## src/hdl/lfid_pkg.sv

```systemverilog
// Shared types and constants of the lowest-free ID allocator.
package lfid_pkg;

    localparam int ID_W  = 8;
    localparam int ST_W  = 2;
    localparam int CNT_W = 16;

    localparam logic OP_ALLOC   = 1'b0;
    localparam logic OP_RELEASE = 1'b1;

    localparam logic [ST_W-1:0] ST_OK    = 2'd0;
    localparam logic [ST_W-1:0] ST_FULL  = 2'd1;
    localparam logic [ST_W-1:0] ST_RANGE = 2'd2;

    typedef struct packed {
        logic            valid;
        logic [ID_W-1:0] result_id;
        logic [ST_W-1:0] status;
    } lfid_result_t;

endpackage

```

## src/hdl/lfid_req_if.sv

```systemverilog
// Request channel of the allocator: opcode and the ID to release.
interface lfid_req_if;
    logic       valid;
    logic       ready;
    logic       opcode;
    logic [7:0] release_id;

    modport source (output valid, output opcode, output release_id, input ready);
    modport sink   (input valid, input opcode, input release_id, output ready);
endinterface

```

## src/hdl/lfid_rsp_if.sv

```systemverilog
// Response channel of the allocator: the ID and a status code.
interface lfid_rsp_if;
    logic       valid;
    logic       ready;
    logic [7:0] result_id;
    logic [1:0] status;

    modport source (output valid, output result_id, output status, input ready);
    modport sink   (input valid, input result_id, input status, output ready);
endinterface

```

## src/hdl/lfid_ram.sv

```systemverilog
// Generic single-write, single-read RAM with a registered read port.
module lfid_ram #(
    parameter int WIDTH = 16,
    parameter int DEPTH = 255
) (
    input  logic                     clk,
    input  logic                     we,
    input  logic [$clog2(DEPTH)-1:0] waddr,
    input  logic [WIDTH-1:0]         wdata,
    input  logic [$clog2(DEPTH)-1:0] raddr,
    output logic [WIDTH-1:0]         rdata
);

    logic [WIDTH-1:0] mem [DEPTH];

    always_ff @(posedge clk)
    begin
        if (we)
        begin
            mem[waddr] <= wdata;
        end
        rdata <= mem[raddr];
    end

endmodule

```

## src/hdl/lfid_ctrl.sv

```systemverilog
// Sequencer of the allocator: clearing pass, tree descent and count-chain update.
module lfid_ctrl #(
    parameter int ID_TABLE_SIZE = 255
) (
    input  logic                                  clk,
    input  logic                                  rst_n,
    lfid_req_if.sink                              req,
    output lfid_pkg::lfid_result_t                done,
    input  logic                                  done_ack,
    output logic                                  mem_we,
    output logic [$clog2(ID_TABLE_SIZE)-1:0]      mem_waddr,
    output logic [lfid_pkg::CNT_W-1:0]            mem_wdata,
    output logic [$clog2(ID_TABLE_SIZE)-1:0]      mem_raddr,
    input  logic [lfid_pkg::CNT_W-1:0]            mem_rdata
);

    localparam int AW = $clog2(ID_TABLE_SIZE);
    localparam int PW = AW + 1;
    localparam int CW = lfid_pkg::CNT_W;
    localparam int RW = CW + PW;
    localparam logic [PW-1:0] SIZE_P = PW'(ID_TABLE_SIZE);
    localparam logic [AW-1:0] LAST_A = AW'(ID_TABLE_SIZE - 1);

    typedef enum logic [2:0] {
        S_CLEAR,
        S_IDLE,
        S_TOP,
        S_DESC_RD,
        S_DESC_CHK,
        S_CHAIN,
        S_DONE
    } state_t;

    state_t                    state_reg, state_next;
    logic [PW-1:0]             pos_reg, pos_next;
    logic [PW-1:0]             span_reg, span_next;
    logic [CW-1:0]             cnt_reg, cnt_next;
    logic [RW-1:0]             right_reg, right_next;
    logic                      oor_reg, oor_next;
    logic                      up_reg, up_next;
    logic [AW-1:0]             clr_reg, clr_next;
    logic [lfid_pkg::ID_W-1:0] res_id_reg, res_id_next;
    logic [lfid_pkg::ST_W-1:0] res_st_reg, res_st_next;

    logic [PW-1:0] new_top;
    logic [PW-1:0] probe;
    logic [CW-1:0] probe_val;
    logic [RW-1:0] right_sum;
    logic [AW-1:0] chain_k;
    logic [AW-1:0] chain_nk;

    always_comb
    begin
        state_next  = state_reg;
        pos_next    = pos_reg;
        span_next   = span_reg;
        cnt_next    = cnt_reg;
        right_next  = right_reg;
        oor_next    = oor_reg;
        up_next     = up_reg;
        clr_next    = clr_reg;
        res_id_next = res_id_reg;
        res_st_next = res_st_reg;

        mem_we    = 1'b0;
        mem_waddr = '0;
        mem_wdata = '0;
        mem_raddr = '0;

        new_top   = pos_reg | (pos_reg + PW'(1));
        probe     = pos_reg + span_reg;
        probe_val = oor_reg ? '0 : mem_rdata;
        right_sum = right_reg + RW'(probe_val);
        chain_k   = AW'(pos_reg);
        chain_nk  = chain_k & (chain_k + AW'(1));

        req.ready = (state_reg == S_IDLE);

        done.valid     = (state_reg == S_DONE);
        done.result_id = res_id_reg;
        done.status    = res_st_reg;

        unique case (state_reg)
            S_CLEAR:
            begin
                mem_we    = 1'b1;
                mem_waddr = clr_reg;
                if (clr_reg == LAST_A)
                begin
                    state_next = S_IDLE;
                end
                else
                begin
                    clr_next = clr_reg + AW'(1);
                end
            end
            S_IDLE:
            begin
                if (req.valid)
                begin
                    if (req.opcode == lfid_pkg::OP_ALLOC)
                    begin
                        pos_next   = PW'(1);
                        mem_raddr  = AW'(1);
                        state_next = S_TOP;
                    end
                    else
                    begin
                        res_id_next = req.release_id;
                        if (req.release_id == '0
                            || 32'(req.release_id) >= 32'(ID_TABLE_SIZE))
                        begin
                            res_st_next = lfid_pkg::ST_RANGE;
                            state_next  = S_DONE;
                        end
                        else
                        begin
                            res_st_next = lfid_pkg::ST_OK;
                            up_next     = 1'b0;
                            pos_next    = PW'(req.release_id);
                            mem_raddr   = AW'(req.release_id);
                            state_next  = S_CHAIN;
                        end
                    end
                end
            end
            S_TOP:
            begin
                // A node whose count equals its span is full: climb to the next top.
                if (RW'(mem_rdata) == RW'(pos_reg) + RW'(1))
                begin
                    if (new_top < SIZE_P)
                    begin
                        pos_next  = new_top;
                        mem_raddr = AW'(new_top);
                    end
                    else
                    begin
                        res_id_next = '0;
                        res_st_next = lfid_pkg::ST_FULL;
                        state_next  = S_DONE;
                    end
                end
                else
                begin
                    cnt_next   = mem_rdata;
                    span_next  = (pos_reg + PW'(1)) >> 1;
                    right_next = '0;
                    state_next = S_DESC_RD;
                end
            end
            S_DESC_RD:
            begin
                if (span_reg == '0)
                begin
                    if (pos_reg >= SIZE_P)
                    begin
                        res_id_next = '0;
                        res_st_next = lfid_pkg::ST_FULL;
                        state_next  = S_DONE;
                    end
                    else
                    begin
                        res_id_next = lfid_pkg::ID_W'(pos_reg);
                        res_st_next = lfid_pkg::ST_OK;
                        up_next     = 1'b1;
                        mem_raddr   = AW'(pos_reg);
                        state_next  = S_CHAIN;
                    end
                end
                else
                begin
                    // Nodes beyond the table read as zero.
                    oor_next   = (probe >= SIZE_P);
                    mem_raddr  = (probe >= SIZE_P) ? '0 : AW'(probe);
                    state_next = S_DESC_CHK;
                end
            end
            S_DESC_CHK:
            begin
                // The left half is full when its count covers the right part and the span.
                if (RW'(cnt_reg) == right_sum + RW'(span_reg))
                begin
                    pos_next   = probe;
                    cnt_next   = probe_val;
                    right_next = '0;
                end
                else
                begin
                    right_next = right_sum;
                end
                span_next  = span_reg >> 1;
                state_next = S_DESC_RD;
            end
            S_CHAIN:
            begin
                // Write back this node and read the next one of the chain in the same cycle.
                mem_we    = 1'b1;
                mem_waddr = chain_k;
                mem_wdata = up_reg ? mem_rdata + CW'(1) : mem_rdata - CW'(1);
                if (chain_nk == '0)
                begin
                    state_next = S_DONE;
                end
                else
                begin
                    pos_next  = PW'(chain_nk - AW'(1));
                    mem_raddr = chain_nk - AW'(1);
                end
            end
            S_DONE:
            begin
                if (done_ack)
                begin
                    state_next = S_IDLE;
                end
            end
            default:
            begin
                state_next = S_IDLE;
            end
        endcase
    end

    always_ff @(posedge clk or negedge rst_n)
    begin
        if (!rst_n)
        begin
            state_reg <= S_CLEAR;
            clr_reg   <= '0;
            oor_reg   <= 1'b0;
            up_reg    <= 1'b0;
        end
        else
        begin
            state_reg <= state_next;
            clr_reg   <= clr_next;
            oor_reg   <= oor_next;
            up_reg    <= up_next;
        end
    end

    always_ff @(posedge clk)
    begin
        pos_reg    <= pos_next;
        span_reg   <= span_next;
        cnt_reg    <= cnt_next;
        right_reg  <= right_next;
        res_id_reg <= res_id_next;
        res_st_reg <= res_st_next;
    end

endmodule

```

## src/hdl/lowest_free_id_allocator.sv

```systemverilog
// Top level of the lowest-free ID allocator: count memory, sequencer and response register.
//
// Usage: each request on the req channel either allocates the lowest free ID
// (opcode 0) or releases release_id (opcode 1). ID 0 is never handed out.
// Every request gives exactly one response on the rsp channel: the allocated
// ID with status 0, ID 0 with status 1 when the table is full, the echoed
// release_id with status 0 after a release, or the echoed release_id with
// status 2 when that ID is 0 or lies beyond the table. Allocation counts live
// in one RAM of ID_TABLE_SIZE 16-bit entries with a registered read port. An
// allocation probes the top nodes, descends the tree, updates the chain of
// covering nodes and hands the response over. A release updates the chain of
// covering nodes and hands the response over; an out-of-range release goes
// straight to the response and leaves the counts alone. The block returns to
// idle before the next request is taken; one request is in work at a time.
// After reset the block runs a clearing pass through every RAM entry and
// holds req.ready low until it is done. A finished response waits in the
// output register while the receiver stalls, and the next request is already
// accepted and worked on in the meantime.
module lowest_free_id_allocator #(
    parameter int ID_TABLE_SIZE = 255
) (
    input  logic      clk,
    input  logic      rst_n,
    lfid_req_if.sink  req,
    lfid_rsp_if.source rsp
);

    localparam int AW = $clog2(ID_TABLE_SIZE);

    lfid_pkg::lfid_result_t done;
    logic                   done_ack;

    logic                       mem_we;
    logic [AW-1:0]              mem_waddr;
    logic [lfid_pkg::CNT_W-1:0] mem_wdata;
    logic [AW-1:0]              mem_raddr;
    logic [lfid_pkg::CNT_W-1:0] mem_rdata;

    logic                       out_valid_reg;
    logic [lfid_pkg::ID_W-1:0]  out_id_reg;
    logic [lfid_pkg::ST_W-1:0]  out_st_reg;

    lfid_ctrl #(
        .ID_TABLE_SIZE (ID_TABLE_SIZE)
    ) u_ctrl (
        .clk       (clk),
        .rst_n     (rst_n),
        .req       (req),
        .done      (done),
        .done_ack  (done_ack),
        .mem_we    (mem_we),
        .mem_waddr (mem_waddr),
        .mem_wdata (mem_wdata),
        .mem_raddr (mem_raddr),
        .mem_rdata (mem_rdata)
    );

    lfid_ram #(
        .WIDTH (lfid_pkg::CNT_W),
        .DEPTH (ID_TABLE_SIZE)
    ) u_counts (
        .clk   (clk),
        .we    (mem_we),
        .waddr (mem_waddr),
        .wdata (mem_wdata),
        .raddr (mem_raddr),
        .rdata (mem_rdata)
    );

    // The output register takes a new response when it is empty or being drained.
    assign done_ack = !out_valid_reg || rsp.ready;

    always_ff @(posedge clk or negedge rst_n)
    begin
        if (!rst_n)
        begin
            out_valid_reg <= 1'b0;
        end
        else if (done_ack)
        begin
            out_valid_reg <= done.valid;
        end
    end

    always_ff @(posedge clk)
    begin
        if (done_ack && done.valid)
        begin
            out_id_reg <= done.result_id;
            out_st_reg <= done.status;
        end
    end

    assign rsp.valid     = out_valid_reg;
    assign rsp.result_id = out_id_reg;
    assign rsp.status    = out_st_reg;

endmodule

```

## src/flat_wrapper.sv

```systemverilog
// flat-port wrapper written by rule: the top's interface ports become plain ports
module lowest_free_id_allocator_flat 
#(
    parameter int ID_TABLE_SIZE = 255
)
  (clk, rst_n, req_valid, req_opcode, req_release_id, req_ready, rsp_valid, rsp_result_id, rsp_status, rsp_ready);
  lfid_req_if req_i ();
  lfid_rsp_if rsp_i ();
  input  logic clk;
  input  logic rst_n;
  input wire logic [$bits(req_i.valid)-1:0] req_valid;
  input wire logic [$bits(req_i.opcode)-1:0] req_opcode;
  input wire logic [$bits(req_i.release_id)-1:0] req_release_id;
  output wire logic [$bits(req_i.ready)-1:0] req_ready;
  output wire logic [$bits(rsp_i.valid)-1:0] rsp_valid;
  output wire logic [$bits(rsp_i.result_id)-1:0] rsp_result_id;
  output wire logic [$bits(rsp_i.status)-1:0] rsp_status;
  input wire logic [$bits(rsp_i.ready)-1:0] rsp_ready;
  assign req_i.valid = req_valid;
  assign req_i.opcode = req_opcode;
  assign req_i.release_id = req_release_id;
  assign req_ready = req_i.ready;
  assign rsp_valid = rsp_i.valid;
  assign rsp_result_id = rsp_i.result_id;
  assign rsp_status = rsp_i.status;
  assign rsp_i.ready = rsp_ready;
  lowest_free_id_allocator #(.ID_TABLE_SIZE(ID_TABLE_SIZE)) u_core (.clk(clk), .rst_n(rst_n), .req(req_i), .rsp(rsp_i));
endmodule
```

## config.mk

```make
export PLATFORM = sky130hd
export DESIGN_NAME = lowest_free_id_allocator_flat
export DESIGN_NICKNAME = d
export VERILOG_FILES = /design/src/hdl/lfid_pkg.sv /design/src/hdl/lfid_req_if.sv /design/src/hdl/lfid_rsp_if.sv /design/src/hdl/lfid_ram.sv /design/src/hdl/lfid_ctrl.sv /design/src/hdl/lowest_free_id_allocator.sv /design/src/flat_wrapper.sv
export SDC_FILE = /design/constraint.sdc
export NUM_CORES = 2
export LEC_CHECK = 0
export ABC_AREA = 1
export BUFFER_PORTS_ARGS = -buffer_cell sky130_fd_sc_hd__buf_2
export CORE_MARGIN = 2
export CORE_UTILIZATION = 40
export DETAILED_ROUTE_END_ITERATION = 10
export PLACE_DENSITY = 0.63
export SLEW_MARGIN = 20
export SYNTH_ARGS = -nofsm -noshare
export SYNTH_HDL_FRONTEND = slang
export SYNTH_HIERARCHICAL = 1
export SYNTH_SLANG_ARGS = --single-unit
export TNS_END_PERCENT = 30
```

## constraint.sdc

```tcl
create_clock -name clk -period 13.35 [get_ports clk]
set_clock_uncertainty 0.1 [all_clocks]
set_input_delay 4.005 -clock clk [delete_from_list [all_inputs] [get_ports clk]]
set_output_delay 4.005 -clock clk [all_outputs]
set_load 0.02 [all_outputs]
```

==> impl_metrics.ini <==
[timing]
fmax_ghz = 0.108
maxSlewHeadroom = 0.218
post-route-period-util = 0.696
setup_viol = 0
fin_crit_ps = 9290
rsz0062_at_grt = false
hold-worst-slack_ps = 317
final_hold_viol_count = 0
tightest_slew_ps = 1170
fin_tns_setup_ps = 0
slew_violations = 0

[worst_setup_path]
crit_top_cell = nand3_1
critPathBufInv = 6
cp_top_family = buffers and inverters
arrival_ps = 10120
worstSetupStartpointType = input port
crit_path_end_kind = flop
r2r_setup_slack_ps = 4390
crit_fanout = 91
path_cells = buf_2 > inv_1 > nor2_1 > nor3_1 > o21ai_0 > nand4_1 > buf_4 > buf_4 > buf_4 > buf_4 > nand2_1 > nand3_1 > nand3_1 > nand3_1 > nand3_1 > nand3_1 > nand3_1 > nand2_1 > nand2_1 > nand2_1
slowest_stage = buf_4
slowest_delay_ps = 880
path_class = in2reg
worstPathRequired_ps = 14170

[pwr]
leakage_uw = 0.0687
pwr_density_cell_mw_per_mm2 = 256
switching_power_uw = 21800
combPwrFrac = 0.442
p_int_uw = 27700
sw_frac_of_total = 0.440
ir_drop_uv = 246
clockPowerShare = 0.232
power_frac_seq = 0.326

[cts]
cts_resized = 0
hold_buffers = 0
post_cts_buffers = 0
cts_buffers = 419
cts_root_buf = clkbuf_16
htreeDepth = 5
clk_latency_ps = 1020
clock-sinks = 4188
clockBufferDepth = 4
clk_pin_slew_ps = 60
cts_tree = done

[synthesis]
syn_inst = 14900
synthArstFlopShare = 0.00334
syn-num-nets = 15000
synth_edf_count = 4158
synth_warnings = 6
synth_ff_type = edfxtp_1
ys_ff_latch = 4188
syn_area_mm2 = 0.174
synth_cell_types = 53
avgSynthCellArea_um2 = 11.7
synth_seq_area_share = 0.722

[die]
die_x_um = 663
num_rows = 242
initial_core_util = 0.401
num_io_pins = 25
coreArea_mm2 = 0.434
die_h_um = 663
die_area_mm2 = 0.440

[drt]
drc = 0
post_drt_wl_per_cell_um = 24.0
drt_first_pass_iters = 8
dr_total_vias = 117000
drt_wl_total_mm = 502
drt_iter0_drc = 15400
vias_per_cell = 5.58
final_antenna_net_count = 0

[finish]
largest_reg_flops = 4080
most-common-layout-cells = nand2_1 (4,499), edfxtp_1 (4,158), nand3_1 (4,093)
nets = 14900
drive_above_1_share = 0.0789
layout_commonest_cell = nand2_1
syn_to_final_growth_pct = 11.4
fin_area_mm2 = 0.194

[placement]
place.gp.congestion = 0.877
placed_area_mm2 = 0.180
portBuffers = 24
dp_hpwl_mm = 273

[job]
drv_cap = 0

[global_routing]
overflow = 0
antenna_found_initial = 16
grt_max_degree = 184
grt_pass1_wl_mm = 735
grt_pass1_vias = 109000
gr-usage-all-layers = 0.220

[worst_hold_path]
hold_path_class = reg2reg

[outcome]
status = finished, final reports clean
==> routing by layer <==
metal	GRT usage	vias up	routed length [µm]
li1	-	52600	-
met5	0	-	18
met1	0.305	57400	202000
met2	0.352	5744	234000
met4	0.0790	2	18700
met3	0.0358	884	46800
==> final cells by class <==
cell class	count	area, µm²
Antenna cell	11	27.5
Clock buffer	527	11000
Clock inverter	240	2200
Fill cell	38900	240000
Inverter	255	1000
Multi-Input combinational cell	9499	42700
Sequential cell	4188	126000
Tap cell	5734	7170
Timing Repair Buffer	455	3820
==> cells in the mapped netlist (12+ instances only) <==
library cell  count  area [µm²]
nor2_1          483        1810
nor3_1           27         135
dfrtp_1          14         350
buf_6            19         214
o22ai_1          14        87.6
dfxtp_1          16         320
o21ai_0          49         245
inv_1           242         908
buf_4           162        1220
nand2_2          20         125
xor2_1           33         289
ha_1             65         813
buf_1           106         398
nor2_2           30         188
xnor2_1          12         105
nand3_1        4093       20500
buf_2           488        2440
nand2_1        4517       17000
clkbuf_1        170         638
nor4_1           13        81.3
inv_2            12        45.0
nand4_1          25         156
a21oi_1          51         255
edfxtp_1       4158      125000
==> final timing paths <==
path | startpoint | to | depth (start not counted)
hold reg to reg | u_core/u_ctrl/res_id_reg[0] | u_core/rsp.result_id[0] | 0
max in group asynchronous | rst_n | u_core/u_ctrl/oor_reg | 1
hold / removal | u_core/u_ctrl/res_id_reg[0] | u_core/rsp.result_id[0] | 0
setup reg to reg | u_core/u_ctrl/pos_reg[0] | u_core/u_counts/rdata[10] | 30
min in group asynchronous | rst_n | u_core/u_ctrl/clr_reg[4] | 1
setup / recovery | req_opcode | u_core/u_counts/rdata[10] | 20
==> power by group through the flow <==
stage               Sequential (µW)  Combinational (µW)  Clock, µW
finish                        16100               21900      11500
detailed placement            16400               21600          0
global placement              16400               21400          0
CTS                           16100               21600      11600
floorplan                     16700               14000          0
global route                  16100               23500      12100
==> metrics by stage <==
step / setup slack [ps] / std cells / total power, µW / util
global placement: 3410 / 20100 / 37800 / 0.415
global route: 3870 / 20900 / 51700 / 0.446
CTS: 4480 / 20900 / 49300 / 0.446
detailed placement: 3450 / 20100 / 37900 / 0.415
floorplan: 62.2 / 14900 / 30700 / -
finish: 4060 / 20900 / 49500 / 0.446
==> kinds of logic after synthesis <==
group,share of synthesized area
buf+inv,0.0340
xor+xnor,0.00240
flops,0.722
simple gates,0.231
compound gates,0.00502
fa+ha+maj,0.00514
(Power assumes the default switching activity.)
